<file path="src/crc16fc_pkg.sv">
// shared types, constants and the crc step for the crc16 frame checker
package crc16fc_pkg;

  localparam int HDR_BYTES = 8;
  localparam int COUNT_W = 17;
  localparam logic [COUNT_W-1:0] COUNT_MAX = '1;
  localparam logic [COUNT_W-1:0] HDR_COUNT = COUNT_W'(HDR_BYTES);

  localparam logic [15:0] CRC_POLY = 16'hA001;
  localparam logic [15:0] CRC_INIT = 16'hFFFF;

  localparam logic [7:0] MAGIC_RST = 8'hA3;
  localparam logic [7:0] VERSION_RST = 8'h01;

  localparam int CFG_IDX_W = 4;
  localparam logic [CFG_IDX_W-1:0] CFG_MAGIC = CFG_IDX_W'(0);
  localparam logic [CFG_IDX_W-1:0] CFG_VERSION = CFG_IDX_W'(1);

  // queue between front and back
  localparam int MQ_DEPTH = 4;
  localparam int MQ_AW = $clog2(MQ_DEPTH);

  // header offset classes, members 0..7 match the header offsets
  typedef enum logic [3:0] {
    FLD_MAGIC,
    FLD_VERSION,
    FLD_KIND,
    FLD_RSVD,
    FLD_LEN_LO,
    FLD_LEN_HI,
    FLD_CRC_LO,
    FLD_CRC_HI,
    FLD_PAYLOAD
  } field_t;

  typedef enum logic [2:0] {
    ST_OK           = 3'd0,
    ST_SHORT        = 3'd1,
    ST_BAD_MAGIC    = 3'd2,
    ST_BAD_VERSION  = 3'd3,
    ST_LEN_MISMATCH = 3'd4,
    ST_CRC_MISMATCH = 3'd5
  } status_t;

  typedef struct packed {
    logic [7:0]         data;
    logic               last;
    field_t             field;
    logic               magic_hit;
    logic               version_hit;
    logic [COUNT_W-1:0] total;
  } item_t;

  typedef struct packed {
    logic        payload_valid;
    logic [7:0]  payload_byte;
    logic        frame_done;
    status_t     status;
    logic [7:0]  message_type;
    logic [15:0] payload_length;
  } result_t;

  // one byte of reflected crc16, bit at a time
  function automatic logic [15:0] crc_byte(input logic [15:0] crc, input logic [7:0] b);
    logic [15:0] c;
    c = crc ^ {8'h00, b};
    for (int i = 0; i < 8; i++) begin
      c = c[0] ? ((c >> 1) ^ CRC_POLY) : (c >> 1);
    end
    return c;
  endfunction

endpackage

</file>
<file path="src/crc16fc_front.sv">
// front end: byte counter, offset classification and header compares
module crc16fc_front (
  input  logic                          clk,
  input  logic                          rst_n,
  input  logic                          in_push,
  input  logic [7:0]                    in_data_byte,
  input  logic                          in_last_byte,
  input  logic [7:0]                    magic_value,
  input  logic [7:0]                    version_value,
  input  logic                          q_full,
  output logic                          q_push,
  output crc16fc_pkg::item_t            q_item
);

  logic [crc16fc_pkg::COUNT_W-1:0] count_r;
  logic [crc16fc_pkg::COUNT_W-1:0] count_nxt;
  logic [crc16fc_pkg::COUNT_W-1:0] total;
  crc16fc_pkg::field_t             field;

  assign q_push = in_push & ~q_full;

  // saturating count of bytes including this one
  assign total = (count_r == crc16fc_pkg::COUNT_MAX) ? count_r
                                                     : count_r + 1'b1;

  always_comb begin
    if (count_r >= crc16fc_pkg::HDR_COUNT) begin
      field = crc16fc_pkg::FLD_PAYLOAD;
    end else begin
      field = crc16fc_pkg::field_t'({1'b0, count_r[2:0]});
    end
  end

  always_comb begin
    q_item.data        = in_data_byte;
    q_item.last        = in_last_byte;
    q_item.field       = field;
    q_item.magic_hit   = (in_data_byte == magic_value);
    q_item.version_hit = (in_data_byte == version_value);
    q_item.total       = total;
  end

  assign count_nxt = in_last_byte ? '0 : total;

  always_ff @(posedge clk) begin
    if (!rst_n) begin
      count_r <= '0;
    end else if (q_push) begin
      count_r <= count_nxt;
    end
  end

endmodule

</file>
<file path="src/crc16fc_queue.sv">
// small queue of classified bytes between front and back
module crc16fc_queue (
  input  logic                clk,
  input  logic                rst_n,
  input  logic                push,
  input  crc16fc_pkg::item_t  din,
  output logic                full,
  input  logic                pop,
  output crc16fc_pkg::item_t  dout,
  output logic                empty
);

  crc16fc_pkg::item_t               mem_r [crc16fc_pkg::MQ_DEPTH];
  logic [crc16fc_pkg::MQ_AW-1:0]    wr_ptr_r;
  logic [crc16fc_pkg::MQ_AW-1:0]    rd_ptr_r;
  logic [crc16fc_pkg::MQ_AW:0]      cnt_r;
  logic [crc16fc_pkg::MQ_AW:0]      cnt_nxt;

  assign full  = (cnt_r == (crc16fc_pkg::MQ_AW+1)'(crc16fc_pkg::MQ_DEPTH));
  assign empty = (cnt_r == '0);
  assign dout  = mem_r[rd_ptr_r];

  always_comb begin
    cnt_nxt = cnt_r;
    if (push && !pop) begin
      cnt_nxt = cnt_r + 1'b1;
    end else if (pop && !push) begin
      cnt_nxt = cnt_r - 1'b1;
    end
  end

  always_ff @(posedge clk) begin
    if (!rst_n) begin
      wr_ptr_r <= '0;
      rd_ptr_r <= '0;
      cnt_r    <= '0;
    end else begin
      if (push) begin
        wr_ptr_r <= wr_ptr_r + 1'b1;
      end
      if (pop) begin
        rd_ptr_r <= rd_ptr_r + 1'b1;
      end
      cnt_r <= cnt_nxt;
    end
  end

  always_ff @(posedge clk) begin
    if (push) begin
      mem_r[wr_ptr_r] <= din;
    end
  end

endmodule

</file>
<file path="src/crc16fc_back.sv">
// back end: crc, header capture, status and the result queue
module crc16fc_back (
  input  logic                  clk,
  input  logic                  rst_n,
  input  logic                  item_valid,
  input  crc16fc_pkg::item_t    item,
  output logic                  item_pop,
  input  logic                  out_pop,
  output logic                  out_empty,
  output crc16fc_pkg::result_t  out_head
);

  logic [15:0] crc_r, crc_nxt;
  logic        magic_ok_r, magic_ok_nxt;
  logic        version_ok_r, version_ok_nxt;
  logic [7:0]  kind_r, kind_nxt;
  logic [15:0] len_r, len_nxt;
  logic [15:0] rcrc_r, rcrc_nxt;

  crc16fc_pkg::status_t status;
  crc16fc_pkg::result_t res;

  // two-entry result queue
  crc16fc_pkg::result_t oq_r [2];
  logic                 oq_wr_r;
  logic                 oq_rd_r;
  logic [1:0]           oq_cnt_r;
  logic                 oq_take;

  assign oq_take  = out_pop & ~out_empty;
  assign item_pop = item_valid & ((oq_cnt_r != 2'd2) | oq_take);

  // header capture and crc update for this byte
  always_comb begin
    magic_ok_nxt   = magic_ok_r;
    version_ok_nxt = version_ok_r;
    kind_nxt       = kind_r;
    len_nxt        = len_r;
    rcrc_nxt       = rcrc_r;
    unique case (item.field)
      crc16fc_pkg::FLD_MAGIC:   magic_ok_nxt   = item.magic_hit;
      crc16fc_pkg::FLD_VERSION: version_ok_nxt = item.version_hit;
      crc16fc_pkg::FLD_KIND:    kind_nxt       = item.data;
      crc16fc_pkg::FLD_LEN_LO:  len_nxt        = {len_r[15:8], item.data};
      crc16fc_pkg::FLD_LEN_HI:  len_nxt        = {item.data, len_r[7:0]};
      crc16fc_pkg::FLD_CRC_LO:  rcrc_nxt       = {rcrc_r[15:8], item.data};
      crc16fc_pkg::FLD_CRC_HI:  rcrc_nxt       = {item.data, rcrc_r[7:0]};
      default: ;
    endcase
    if (item.field == crc16fc_pkg::FLD_CRC_LO || item.field == crc16fc_pkg::FLD_CRC_HI) begin
      crc_nxt = crc_r;
    end else begin
      crc_nxt = crc16fc_pkg::crc_byte(crc_r, item.data);
    end
  end

  // fail-fast checks, first failing one wins
  always_comb begin
    priority if (item.total < crc16fc_pkg::HDR_COUNT) begin
      status = crc16fc_pkg::ST_SHORT;
    end else if (!magic_ok_nxt) begin
      status = crc16fc_pkg::ST_BAD_MAGIC;
    end else if (!version_ok_nxt) begin
      status = crc16fc_pkg::ST_BAD_VERSION;
    end else if (({1'b0, len_nxt} + crc16fc_pkg::HDR_COUNT) != item.total) begin
      status = crc16fc_pkg::ST_LEN_MISMATCH;
    end else if (crc_nxt != rcrc_nxt) begin
      status = crc16fc_pkg::ST_CRC_MISMATCH;
    end else begin
      status = crc16fc_pkg::ST_OK;
    end
  end

  always_comb begin
    res.payload_valid = (item.field == crc16fc_pkg::FLD_PAYLOAD);
    res.payload_byte  = res.payload_valid ? item.data : 8'h00;
    res.frame_done    = item.last;
    res.status        = item.last ? status : crc16fc_pkg::ST_OK;
    res.message_type  = (item.last && status == crc16fc_pkg::ST_OK) ? kind_nxt : 8'h00;
    res.payload_length = (item.last && status != crc16fc_pkg::ST_SHORT) ? len_nxt : 16'h0000;
  end

  always_ff @(posedge clk) begin
    if (!rst_n) begin
      crc_r        <= crc16fc_pkg::CRC_INIT;
      magic_ok_r   <= 1'b0;
      version_ok_r <= 1'b0;
      kind_r       <= '0;
      len_r        <= '0;
      rcrc_r       <= '0;
    end else if (item_pop) begin
      if (item.last) begin
        crc_r        <= crc16fc_pkg::CRC_INIT;
        magic_ok_r   <= 1'b0;
        version_ok_r <= 1'b0;
        kind_r       <= '0;
        len_r        <= '0;
        rcrc_r       <= '0;
      end else begin
        crc_r        <= crc_nxt;
        magic_ok_r   <= magic_ok_nxt;
        version_ok_r <= version_ok_nxt;
        kind_r       <= kind_nxt;
        len_r        <= len_nxt;
        rcrc_r       <= rcrc_nxt;
      end
    end
  end

  assign out_empty = (oq_cnt_r == 2'd0);
  assign out_head  = oq_r[oq_rd_r];

  always_ff @(posedge clk) begin
    if (!rst_n) begin
      oq_wr_r  <= 1'b0;
      oq_rd_r  <= 1'b0;
      oq_cnt_r <= 2'd0;
    end else begin
      if (item_pop) begin
        oq_wr_r <= ~oq_wr_r;
      end
      if (oq_take) begin
        oq_rd_r <= ~oq_rd_r;
      end
      if (item_pop && !oq_take) begin
        oq_cnt_r <= oq_cnt_r + 2'd1;
      end else if (oq_take && !item_pop) begin
        oq_cnt_r <= oq_cnt_r - 2'd1;
      end
    end
  end

  always_ff @(posedge clk) begin
    if (item_pop) begin
      oq_r[oq_wr_r] <= res;
    end
  end

endmodule

</file>
<file path="src/crc16_frame_checker_unit.sv">
// top level of the crc16 frame checker
//
//  channel   ports                                   transfer when
//  -------   -------------------------------------   ---------------------------
//  input     in_push, in_full, in_data_byte,          in_push && !in_full
//            in_last_byte
//  result    out_pop, out_empty, out_payload_valid,   out_pop && !out_empty
//            out_payload_byte, out_frame_done,
//            out_status, out_message_type,
//            out_payload_length
//  config    cfg_valid, cfg_ready, cfg_index,         cfg_valid && cfg_ready
//            cfg_data
//
// one byte per cycle sustained while results are popped; a byte's result is
// registered first in the middle queue at its transfer edge, then in the
// result queue, whose head drives the result ports
// the crc of one byte is a single combinational step in the back end
// reset is synchronous, active low; it restores magic 0xa3, version 0x01 and an
// empty frame, and needs no clearing pass
// a stalled result side fills the two-entry result queue, then the four-entry
// middle queue, and only then raises in_full
module crc16_frame_checker_unit (
  input  logic                              clk,
  input  logic                              rst_n,
  // byte input
  input  logic                              in_push,
  output logic                              in_full,
  input  logic [7:0]                        in_data_byte,
  input  logic                              in_last_byte,
  // results
  input  logic                              out_pop,
  output logic                              out_empty,
  output logic                              out_payload_valid,
  output logic [7:0]                        out_payload_byte,
  output logic                              out_frame_done,
  output logic [2:0]                        out_status,
  output logic [7:0]                        out_message_type,
  output logic [15:0]                       out_payload_length,
  // register writes
  input  logic                              cfg_valid,
  output logic                              cfg_ready,
  input  logic [crc16fc_pkg::CFG_IDX_W-1:0] cfg_index,
  input  logic [7:0]                        cfg_data
);

  logic [7:0] magic_r;
  logic [7:0] version_r;

  logic                 mq_push;
  logic                 mq_full;
  logic                 mq_pop;
  logic                 mq_empty;
  crc16fc_pkg::item_t   mq_din;
  crc16fc_pkg::item_t   mq_dout;
  crc16fc_pkg::result_t head;

  // register writes are always taken; unknown indexes are dropped
  assign cfg_ready = 1'b1;

  always_ff @(posedge clk) begin
    if (!rst_n) begin
      magic_r   <= crc16fc_pkg::MAGIC_RST;
      version_r <= crc16fc_pkg::VERSION_RST;
    end else if (cfg_valid && cfg_ready) begin
      if (cfg_index == crc16fc_pkg::CFG_MAGIC) begin
        magic_r <= cfg_data;
      end
      if (cfg_index == crc16fc_pkg::CFG_VERSION) begin
        version_r <= cfg_data;
      end
    end
  end

  // input is blocked only by the middle queue
  assign in_full = mq_full;

  crc16fc_front u_front (
    .clk           (clk),
    .rst_n         (rst_n),
    .in_push       (in_push),
    .in_data_byte  (in_data_byte),
    .in_last_byte  (in_last_byte),
    .magic_value   (magic_r),
    .version_value (version_r),
    .q_full        (mq_full),
    .q_push        (mq_push),
    .q_item        (mq_din)
  );

  crc16fc_queue u_queue (
    .clk   (clk),
    .rst_n (rst_n),
    .push  (mq_push),
    .din   (mq_din),
    .full  (mq_full),
    .pop   (mq_pop),
    .dout  (mq_dout),
    .empty (mq_empty)
  );

  crc16fc_back u_back (
    .clk        (clk),
    .rst_n      (rst_n),
    .item_valid (~mq_empty),
    .item       (mq_dout),
    .item_pop   (mq_pop),
    .out_pop    (out_pop),
    .out_empty  (out_empty),
    .out_head   (head)
  );

  // head of the result queue onto the ports
  assign out_payload_valid  = head.payload_valid;
  assign out_payload_byte   = head.payload_byte;
  assign out_frame_done     = head.frame_done;
  assign out_status         = head.status;
  assign out_message_type   = head.message_type;
  assign out_payload_length = head.payload_length;

endmodule

</file>
<file path="config.mk">
export PLATFORM = sky130hd
export DESIGN_NAME = crc16_frame_checker_unit
export DESIGN_NICKNAME = d
export VERILOG_FILES = /design/src/crc16fc_pkg.sv /design/src/crc16fc_front.sv /design/src/crc16fc_queue.sv /design/src/crc16fc_back.sv /design/src/crc16_frame_checker_unit.sv
export SDC_FILE = /design/constraint.sdc
export NUM_CORES = 1
export LEC_CHECK = 0
export BUFFER_PORTS_ARGS = -buffer_cell sky130_fd_sc_hd__buf_2
export CELL_PAD_IN_SITES_DETAIL_PLACEMENT = 2
export CELL_PAD_IN_SITES_GLOBAL_PLACEMENT = 2
export CORE_MARGIN = 10
export CORE_UTILIZATION = 43
export CTS_CLUSTER_DIAMETER = 120
export DETAILED_ROUTE_END_ITERATION = 10
export PLACE_DENSITY = 0.88
export SYNTH_ARGS = -nofsm -noshare
export SYNTH_HDL_FRONTEND = slang
export SYNTH_HIERARCHICAL = 1
export SYNTH_SLANG_ARGS = --single-unit
</file>
<file path="constraint.sdc">
create_clock -name clk -period 5.3 [get_ports clk]
set_clock_uncertainty 0.05 [all_clocks]
set_input_delay 0.265 -clock clk [delete_from_list [all_inputs] [get_ports clk]]
set_output_delay 0.265 -clock clk [all_outputs]
set_load 0.03 [all_outputs]
</file>
==> out/metrics.yaml, run 1 <==
yosys:
  synth_edf_count: 202
  yosysUniqueCellTypes: 90
  syn_inst: 1217
  async_flop_share_pct: 0
  synth.cell_area_um2: 14900
  synth-seq-cells: 307
  yosys_warnings: 6
  seq_area_frac_synth_pct: 54.9
  avgSynthCellArea_um2: 12.2
  synth_nets: 1252
  synthFlopType: "edfxtp_1"
floorplan:
  start_util_pct: 43.3
  rows: 68
  ios: 66
  die_w_um: 206
  fp.coreArea_um2: 34400
  die_h_um: 206
  design.die.area_um2: 42500
power_and_ir_drop:
  pwr_density_cell_nw_per_um2: 588
  seqPwrFrac_pct: 33.8
  irDropWorstVdd_mv: 0.251
  switchingPower_mw: 3.91
  p_int_mw: 5.92
  p_comb_share_pct: 40.9
  power_frac_clock_pct: 25.2
  total_power_mw: 9.83
  p_leak_nw: 5.76
  switching_share_pct: 39.8
clock_network:
  clk_pin_slew_ns: 0.07
  cts_tree: "done"
  root_buffer: "clkbuf_16"
  insertion_delay_ns: 0.53
  h-tree-depth: 2
  cts_buffers: 34
  cts_resized: 0
  cts_sinks: 307
  cts_hold_buf: 8
  clock_path_buffers: 3
  post_cts_buffers: 0
placed_design:
  gp_congestion: 0.899
  placed_area_um2: 15400
  io_buffer_count: 64
  place.detailed.hpwl_um: 31500
  place_inst: 1668
  preCtsSetupSlack_ns: 0.682
setup_path:
  crit_required_ns: 5.64
  endpoint: "u_back/oq_r[0][24]"
  worstSetupStartpointType: "flop"
  slowest_delay_ns: 0.70
  critPathTopFamily: "simple AND/OR/NAND/NOR gates"
  rrSetupSlack_ns: 0.67
  critical_path_peak_fanout: 12
  cp_num_cells: 10
  critPathSlowestCell: "mux4_2"
  r2r_end: "u_back/oq_r[0][24]"
  cpMostUsedCell: "a21oi_1"
  crit_type: "flop to flop"
  crit_arrival_ns: 4.97
  crit_buf_inv: 1
  endpoint_kind: "flop"
  r2r_cells: 10
  path_cells: "mux4_2 -> nor4bb_2 -> buf_4 -> mux2i_1 -> xnor2_1 -> a21oi_1 -> a21oi_1 -> o21ai_0 -> nor4b_1 -> a41o_1"
final_layout:
  final_cell_mix: "202 x edfxtp_1, 103 x dfxtp_1, 96 x nand2_1"
  seqCellArea_um2: 8170
  final_common_cell: "edfxtp_1"
  multi_input_area_um2: 6090
  stdcell_area_um2: 16700
  nNetsFinal: 1292
  drive_gt1_share_pct: 19.3
  fillers: 3371
  fin_cells: 1738
  syn_to_final_growth_pct: 12.2
global_route:
  grt_overflow: 0
  met2_usage_pct: 38.9
  top_usage_layer: "met2"
  grt_pass1_vias: 11701
  use_met1_pct: 27.1
  grt_pass1_wl_um: 72800
  grt_use_total_pct: 22.2
  grt_max_degree: 58
  antenna_found_initial: 1
  grtUsageMet3_pct: 3.73
timing:
  slew_violations: 0
  finalWorstSetupSlack_ns: 0.666
  rsz0062_at_grt: "no"
  fin_crit_sh_pct: 87.4
  finalSetupViolCount: 0
  worst_slew_pin_slew_ns: 1.24
  fin_crit_ns: 4.63
  setup-tns-final_ns: 0
  max_freq_ghz: 0.216
  slew_headroom_pct: 17.4
  hold_viol: 0
routing:
  drt-total-wl_um: 46800
  avgViaCountPerCell: 6.04
  drt-pass1-iter-count: 5
  wire_per_inst_um: 26.9
  postRouteAntennaNets: 0
  via_count: 10494
  route.detailed.drc: 0
  drt-initial-drc-count: 700
min_path:
  hp-class: "input port to flop"
outcome:
  status: "finished, final reports clean"
job:
  cap_violations: 0
[worst min-delay path by stage]
stage	from	to	slack, ns	depth (start not counted)
6_report	in_data_byte[3]	u_queue/mem_r[3][27]	0.02	1
5_1_grt	in_data_byte[1]	u_queue/mem_r[2][25]	0.005	1
4_1_cts	in_data_byte[3]	u_queue/mem_r[3][27]	0.0005	1
3_5_place_dp	version_r[3]	version_r[3]	0.43	2
3_3_place_gp	version_r[3]	version_r[3]	0.41	2
2_1_floorplan	rst_n	flop	0.34	1
[stage by stage]
step	hold slack, ns	util, %
final	0.0197	48.6
after global routing	0.00547	48.6
after global placement	0.406	44.9
after detailed placement	0.426	44.9
after floorplan	0.337	-
after CTS	0.000514	48.6
[cell type report]
| class | instances | area share (%) |
|---|---|---|
| tap | 455 | 3.41 |
| inverter | 35 | 0.787 |
| clock buffer | 38 | 5.37 |
| clock inverter | 23 | 1.66 |
| timing repair buffer | 93 | 3.34 |
| multi-input combinational | 786 | 36.5 |
| sequential | 307 | 48.9 |
| antenna | 1 | 0.0150 |
[kinds of logic (layout without fill, tap and decap cells)]
kind of cell | Yosys count | after routing | synth area share (%)
AO/OA/AOI/OAI | 211 | 211 | 9.68
XOR/XNOR | 85 | 85 | 5.44
adder cells (fa/ha/maj) | 9 | 9 | 0.807
buffers and inverters | 124 | 189 | 4.30
flip-flops | 307 | 307 | 54.9
multiplexers | 110 | 110 | 10.5
other | 1 | 2 | 0.0252
AND/OR/NAND/NOR | 370 | 370 | 14.3
[per-layer routing]
layer	up-vias	wire length, um
met3	89	2520
li1	4631	-
met2	316	23700
met1	5458	19200
met4	0	1450
met5	-	0
[flip-flops by register name (all words and copies together) (netlist names), named ones only]
| name | cells |
|---|---|
| version_r | 8 |
| u_back/version_ok_r | 1 |
| u_back/oq_r | 74 |
| u_back/len_r | 16 |
| u_back/oq_wr_r | 1 |
| u_queue/mem_r | 128 |
| u_queue/rd_ptr_r | 2 |
| u_front/count_r | 17 |
| u_queue/wr_ptr_r | 2 |
| u_back/kind_r | 8 |
| u_back/oq_rd_r | 1 |
| u_back/magic_ok_r | 1 |
| u_back/rcrc_r | 16 |
| u_queue/cnt_r | 3 |
| u_back/oq_cnt_r | 2 |
| magic_r | 8 |
| u_back/crc_r | 16 |
[worst reg2reg max path, cell delays in order (launching register included)]
cell	delay (ns)
dfxtp_2	0.59
mux4_2	0.71
nor4bb_2	0.62
buf_4	0.34
mux2i_1	0.52
xnor2_1	0.21
a21oi_1	0.19
a21oi_1	0.06
o21ai_0	0.32
nor4b_1	0.61
a41o_1	0.29
[power groups by stage]
stage	Clock (mW)	Sequential, mW	Combinational, mW
after floorplan	0	3.20	2.87
final	2.48	3.33	4.02
after detailed placement	0	3.37	3.91
after global routing	2.64	3.38	4.27
after CTS	2.53	3.33	3.99
after global placement	0	3.32	3.72
[synth_stat cells (6+ instances only)]
library cell / number / area share, %
nor4_2: 9 / 0.76
mux2i_1: 35 / 2.4
mux4_2: 30 / 4.5
xnor2_1: 63 / 3.7
nand2_1: 96 / 2.4
buf_2: 17 / 0.57
nor2_1: 54 / 1.4
xor2_1: 16 / 0.94
nor3_1: 9 / 0.30
and2_1: 36 / 1.5
nand4_1: 23 / 0.97
ha_1: 8 / 0.67
a21oi_1: 30 / 1.0
nand3_1: 24 / 0.81
clkbuf_1: 43 / 1.1
nor2b_1: 52 / 2.2
a211oi_1: 9 / 0.45
dfxtp_1: 105 / 14
inv_1: 34 / 0.86
o2111ai_1: 6 / 0.35
a22oi_1: 35 / 1.8
edfxtp_1: 202 / 41
nor4_1: 9 / 0.38
o21ai_0: 36 / 1.2
o211ai_1: 10 / 0.50
buf_4: 17 / 0.86
o22ai_1: 24 / 1.0
a31oi_1: 9 / 0.38
and3_1: 12 / 0.50
mux2_2: 41 / 3.1
No activity file was read; power rests on OpenSTA's default activity.
==> inputs of run 2 (changes only) <==
--- a/config.mk
+++ b/config.mk
@@ -6,13 +6,13 @@
 export NUM_CORES = 1
 export LEC_CHECK = 0
 export BUFFER_PORTS_ARGS = -buffer_cell sky130_fd_sc_hd__buf_2
-export CELL_PAD_IN_SITES_DETAIL_PLACEMENT = 2
-export CELL_PAD_IN_SITES_GLOBAL_PLACEMENT = 2
+export CELL_PAD_IN_SITES_DETAIL_PLACEMENT = 0
+export CELL_PAD_IN_SITES_GLOBAL_PLACEMENT = 1
 export CORE_MARGIN = 10
-export CORE_UTILIZATION = 43
+export CORE_UTILIZATION = 45
 export CTS_CLUSTER_DIAMETER = 120
 export DETAILED_ROUTE_END_ITERATION = 10
-export PLACE_DENSITY = 0.88
+export PLACE_DENSITY = 0.8
 export SYNTH_ARGS = -nofsm -noshare
 export SYNTH_HDL_FRONTEND = slang
 export SYNTH_HIERARCHICAL = 1
==> run 2 against run 1 <==
Net effect: worst hold slack got worse by 0.013 ns; die area fell by 4.0%; setup slack lost 0.16 ns; register-to-register slack got worse by 0.16 ns; critical endpoint is now u_back/oq_r[0][20]; power is 4.8% lower; flip-flop and latch count is the same; combinational power shrank 6.7%; sequential share of layout area about the same; clock-buffer cell count increased by 5.
==> out/metrics.yaml, run 2 (synthesized netlist as in run 1, its figures left out) <==
outcome:
  status: "finished, final reports clean"
routing:
  drt-pass1-iter-count: 6  # +1
  avgViaCountPerCell: 5.61  # -7.1%
  drt-initial-drc-count: 745  # +6.4%
  route.detailed.drc: 0  # unchanged
  postRouteAntennaNets: 0  # unchanged
  wire_per_inst_um: 20.3  # -25%
  drt-total-wl_um: 35200  # -25%
  via_count: 9731  # -7.3%
floorplan:
  die_w_um: 202  # -2.0%
  die_h_um: 202  # -2.0%
  rows: 66  # -2.9%
  design.die.area_um2: 40700  # -4.0%
  start_util_pct: 45.6  # +2.3 points
  ios: 66  # unchanged
  fp.coreArea_um2: 32600  # -5.1%
final_layout:
  nNetsFinal: 1300  # +0.62%
  final_cell_mix: "202 x edfxtp_1, 104 x dfxtp_1, 96 x nand2_1"
  largest-register: "u_queue/mem_r"
  drive_gt1_share_pct: 19.0  # -0.30 points
  largest_reg_flops: 128  # unchanged
  antenna_cells: 0  # -1
  final_util_pct: 51.2  # +2.7 points
  syn_to_final_growth_pct: 12.3  # about the same
  reg_top3: "u_queue/mem_r: 128 flops, u_back/oq_r: 74 flops, u_front/count_r: 17 flops"
  final_common_cell: "edfxtp_1"
timing:
  fin_crit_ns: 4.80  # +0.164 ns
  setup-tns-final_ns: 0  # unchanged
  rsz0062_at_grt: "no"
  slew_headroom_pct: 24.0  # +6.6 points
  slew_violations: 0  # unchanged
  worst_slew_pin_slew_ns: 1.14  # -0.0990 ns
  finalSetupViolCount: 0  # unchanged
  max_freq_ghz: 0.208  # -3.4%
  hold_viol: 0  # unchanged
  fin_crit_sh_pct: 90.5  # +3.1 points
global_route:
  use_met1_pct: 23.5  # -3.5 points
  grt_overflow: 0  # unchanged
  grt_use_total_pct: 16.9  # -5.3 points
  top_usage_layer: "met2"
  antenna_found_initial: 0  # -1
  grt_pass1_vias: 9620  # -18%
  grtUsageMet3_pct: 2.61  # -1.1 points
  grt_max_degree: 103  # +78%
  met2_usage_pct: 27.0  # -12 points
  grt_pass1_wl_um: 55600  # -24%
clock_network:
  h-tree-depth: 2  # unchanged
  clock_path_buffers: 3  # unchanged
  cts_resized: 0  # unchanged
  root_buffer: "clkbuf_16"
  insertion_delay_ns: 0.52  # about the same
  cts_buffers: 35  # +2.9%
  clk_pin_slew_ns: 0.06  # about the same
  cts_sinks: 307  # unchanged
  cts_tree: "done"
power_and_ir_drop:
  seqPwrFrac_pct: 34.7  # +0.9 points
  power_frac_clock_pct: 25.1  # about the same
  p_comb_share_pct: 40.1  # -0.8 points
  switchingPower_mw: 3.51  # -10%
  p_leak_nw: 5.78  # +0.44%
  irDropWorstVdd_mv: 0.226  # -10%
  pwr_density_cell_nw_per_um2: 560  # -4.9%
  p_int_mw: 5.84  # -1.3%
  switching_share_pct: 37.6  # -2.2 points
setup_path:
  critPathSlowestCell: "mux4_2"
  slowest_delay_ns: 0.70  # about the same
  r2r_end: "u_back/oq_r[0][20]"
  rrSetupSlack_ns: 0.50  # -0.16 ns
  path_cells: "mux4_2 -> nor4bb_2 -> buf_4 -> mux2i_1 -> xor2_1 -> nand4_1 -> o22ai_1 -> nor3_1 -> nand4bb_1 -> nor4_2"
  crit_arrival_ns: 5.05  # +0.08 ns
  r2r_cells: 10  # unchanged
  critPathTopFamily: "simple AND/OR/NAND/NOR gates"
  crit_type: "flop to flop"
  crit_buf_inv: 1  # unchanged
  crit_required_ns: 5.55  # -0.09 ns
  critical_path_peak_fanout: 14  # +2
  endpoint_kind: "flop"
  worstSetupStartpointType: "flop"
min_path:
  holdPathStages: 1  # unchanged
  hold_path_end: "u_queue/mem_r[0][23]"
  hp-class: "input port to flop"
  hold_start: "in_last_byte"
placed_design:
  place.detailed.hpwl_um: 23400  # -26%
  gp_congestion: 0.873  # -2.9%
  io_buffer_count: 64  # unchanged
job:
  cap_violations: 0  # unchanged
[run 2: cell types whose count changed in the layout (fill, tap and decap cells not counted)]
cell,change
clkbuf_16,+1
clkinv_2,+5
clkbuf_1,+4
dfxtp_2,-1
diode_2,-1
clkinv_1,-1
clkinv_4,-1
clkinv_8,-1
bufinv_16,-2
clkinvlp_4,-2
buf_4,-1
dfxtp_1,+1
dlygate4sd3_1,+8
[run 2: layout make-up]
class / instances / area, um2
Clock buffer: 43 / 937
Clock inverter: 21 / 198
Fill cell: 2798 / 15900
Inverter: 35 / 131
Multi-Input combinational cell: 786 / 6090
Sequential cell: 307 / 8170
Tap cell: 442 / 553
Timing Repair Buffer: 100 / 631
[run 2: metrics by stage]
stage / setup slack (ns) / instance area (um2) / std cells / hold slack [ns] / power, mW
after floorplan: 1.51 / 14900 / 1217 / 0.337 / 6.07
after global placement: 0.674 / 15400 / 1654 / 0.406 / 7.01
after detailed placement: 0.513 / 15400 / 1654 / 0.414 / 7.03
after CTS: 0.482 / 16700 / 1734 / 0.00142 / 9.43
after global routing: 0.207 / 16700 / 1734 / 0.0250 / 9.87
final: 0.502 / 16700 / 1734 / 0.00701 / 9.36
[run 2: worst max-delay path by stage]
| stage | slack (ns) | from | cells past startpoint | to |
|---|---|---|---|---|
| final | 0.50 | flop | 10 | u_back/oq_r[0][20] |
| after global routing | 0.21 | flop | 10 | u_back/oq_r[1][23] |
| after CTS | 0.48 | flop | 10 | u_back/oq_r[0][20] |
| after detailed placement | 0.51 | flop | 10 | u_back/oq_r[0][20] |
| after global placement | 0.67 | flop | 9 | u_back/oq_r[0][26] |
| after floorplan | 1.51 | flop | 14 | u_back/oq_r[0][26] |
[run 2: repair_timing]
item | CTS | global route
buffers inserted | 0 | 0
hold buffers | 16 | 0
endpoints found under the hold margin | 48 | 0
[run 2: power groups by stage]
stage	combinational (mW)	sequential [mW]	clock, mW
after global placement	3.73	3.28	0
after detailed placement	3.73	3.30	0
after global routing	4.06	3.30	2.51
after CTS	3.76	3.25	2.41
after floorplan	2.87	3.20	0
final	3.75	3.25	2.35
[run 2: worst reg2reg max path: cells and delay by family, from the launching register on]
kind,cells,cell delay [ns]
AND/OR/NAND/NOR,5,1.95
multiplexers,2,1.00
flip-flops,1,0.62
XOR/XNOR,1,0.43
buffers and inverters,1,0.31
AO/OA/AOI/OAI,1,0.20
[run 2: layer usage]
metal | vias to the layer above | routed length (um)
met5 | - | 0
met4 | 0 | 506
met3 | 35 | 1940
met2 | 284 | 16600
met1 | 4779 | 16200
li1 | 4633 | -
==> inputs of run 3 (changes only) <==
--- a/config.mk
+++ b/config.mk
@@ -13,6 +13,7 @@
 export CTS_CLUSTER_DIAMETER = 120
 export DETAILED_ROUTE_END_ITERATION = 10
 export PLACE_DENSITY = 0.8
+export REMOVE_ABC_BUFFERS = 1
 export SYNTH_ARGS = -nofsm -noshare
 export SYNTH_HDL_FRONTEND = slang
 export SYNTH_HIERARCHICAL = 1
==> run 3 against run 2 <==
Net effect: wire length up 1.4%; setup slack better by 0.083 ns; critical path type unchanged; utilization decreased by 0.49 points.
==> out/metrics.yaml, run 3 (synthesized netlist as in run 1, its figures left out) <==
floorplan:
  rows: 66  # unchanged
  design.die.area_um2: 40700  # unchanged
  ios: 66  # unchanged
  die_h_um: 202  # unchanged
  fp.coreArea_um2: 32600  # unchanged
  start_util_pct: 45.6  # unchanged
  die_w_um: 202  # unchanged
setup_path:
  endpoint_kind: "flop"
  r2r_end: "u_back/oq_r[1][21]"
  critical_path_peak_fanout: 23  # +9
  crit_arrival_ns: 4.96  # -0.09 ns
  r2r_cells: 9  # -1
  crit_required_ns: 5.55  # about the same
  rrSetupSlack_ns: 0.59  # +0.08 ns
  worstSetupStartpointType: "flop"
  crit_type: "flop to flop"
clock_network:
  root_buffer: "clkbuf_16"
  post_cts_buffers: 0  # unchanged
  cts_sinks: 307  # unchanged
  h-tree-depth: 2  # unchanged
  clock_path_buffers: 3  # unchanged
  cts_tree: "done"
  insertion_delay_ns: 0.51  # about the same
  cts_buffers: 34  # -2.9%
  clk_pin_slew_ns: 0.06  # about the same
global_route:
  grt_overflow: 0  # unchanged
  grt_max_degree: 82  # -20%
  grt_use_total_pct: 17.3  # +0.42 points
  antenna_found_initial: 1  # +1
  grt_pass1_vias: 9734  # +1.2%
  grt_pass1_wl_um: 56800  # +2.2%
final_layout:
  stdcell_area_um2: 16600  # -0.96%
  syn_to_final_growth_pct: 11.2
  nNetsFinal: 1295  # -0.38%
  final_util_pct: 50.7  # -0.49 points
  fin_cells: 1727  # -0.40%
  largest-register: "u_queue/mem_r"
  final_cell_mix: "202 x edfxtp_1, 104 x dfxtp_1, 96 x nand2_1"
  antenna_cells: 0  # unchanged
  drive_gt1_share_pct: 18.7  # -0.36 points
  final_common_cell: "edfxtp_1"
  reg_top3: "u_queue/mem_r: 128 flops, u_back/oq_r: 74 flops, u_front/count_r: 17 flops"
  largest_reg_flops: 128  # unchanged
power_and_ir_drop:
  pwr_density_cell_nw_per_um2: 554  # -1.0%
  switchingPower_mw: 3.53  # +0.41%
  power_frac_clock_pct: 23.2  # -1.9 points
  total_power_mw: 9.17  # -2.0%
  switching_share_pct: 38.5  # +0.91 points
  p_int_mw: 5.64  # -3.4%
  p_comb_share_pct: 41.4  # +1.3 points
  p_leak_nw: 5.70  # -1.3%
  irDropWorstVdd_mv: 0.262  # +16%
  seqPwrFrac_pct: 35.4  # +0.7 points
routing:
  route.detailed.drc: 0  # unchanged
  avgViaCountPerCell: 5.70  # +1.6%
  drt-total-wl_um: 35700  # +1.4%
  via_count: 9849  # +1.2%
  wl_met1_um: 16400  # +1.6%
  wl_met2_um: 16400  # -1.1%
  drt-pass1-iter-count: 6  # unchanged
  postRouteAntennaNets: 0  # unchanged
  top_layer: "met5"
  drt-initial-drc-count: 963  # +29%
  wire_per_inst_um: 20.7  # +1.8%
  wl_met3_um: 2120  # +9.4%
placed_design:
  io_buffer_count: 64  # unchanged
  preCtsSetupSlack_ns: 0.620  # +0.107 ns
  gp_congestion: 0.943  # +8.0%
  place_inst: 1653  # -0.060%
  place.detailed.hpwl_um: 24100  # +3.0%
  placed_area_um2: 15400  # unchanged
timing:
  slew_headroom_pct: 26.8  # +2.8 points
  setup-tns-final_ns: 0  # unchanged
  max_freq_ghz: 0.212  # +1.8%
  finalSetupViolCount: 0  # unchanged
  holdWs_ns: 0.0206  # +0.0136 ns
  hold_viol: 0  # unchanged
  fin_crit_sh_pct: 89.0  # -1.6 points
  finalWorstSetupSlack_ns: 0.585  # +0.0834 ns
  worst_slew_pin_slew_ns: 1.10  # -0.0417 ns
  rsz0062_at_grt: "no"
  slew_violations: 0  # unchanged
  fin_crit_ns: 4.71  # -0.0834 ns
min_path:
  hp-class: "input port to flop"
  hold_start: "in_data_byte[2]"
  hold_path_end: "u_queue/mem_r[2][26]"
  holdPathStages: 1  # unchanged
outcome:
  status: "finished, final reports clean"
job:
  cap_violations: 0  # unchanged
[run 3: what timing repair did]
action,in CTS,in global routing
resized for setup,0,0
hold buffers,13,0
hold endpoints to repair,35,0
[run 3: power groups by stage]
stage	registers [mW]	clock network [mW]	logic [mW]
2_1_floorplan	3.29	0	2.63
3_3_place_gp	3.27	0	3.76
3_5_place_dp	3.29	0	3.79
4_1_cts	3.24	2.18	3.81
5_1_grt	3.29	2.28	4.13
6_report	3.24	2.13	3.80
[run 3: area by class of cell]
type,count,area (um2)
Tap cell,442,553
Fill cell,2836,16100
Inverter,35,131
Clock buffer,44,910
Timing Repair Buffer,96,593
Multi-Input combinational cell,786,6100
Sequential cell,307,8170
Clock inverter,17,95.1
[run 3: worst max-delay path by stage]
stage | startpoint | end | slack [ns] | cells past startpoint
6_report | flop | u_back/oq_r[1][21] | 0.59 | 9
2_1_floorplan | flop | u_back/oq_r[0][26] | -1.12 | 9
3_5_place_dp | flop | u_back/oq_r[1][26] | 0.62 | 9
5_1_grt | flop | u_back/oq_r[1][23] | 0.22 | 9
3_3_place_gp | flop | u_back/oq_r[0][26] | 0.68 | 9
4_1_cts | flop | u_back/oq_r[1][22] | 0.61 | 9
[run 3: critical path, cell delays in order (launching register included)]
cell and delay, ns:
dfxtp_2 0.59, mux4_2 0.81, or4b_4 0.72, mux2_4 0.37, nor4_4 0.36, nand2_2 0.08
a2111oi_2 0.34, nor3_1 0.11, nand4bb_1 0.60, nor4_2 0.45
[run 3: routing by layer]
metal	up-vias	GRT usage (%)
met5	-	0
met4	2	4.70
met3	56	3.28
met2	286	27.2
met1	4868	24.0
li1	4637	-
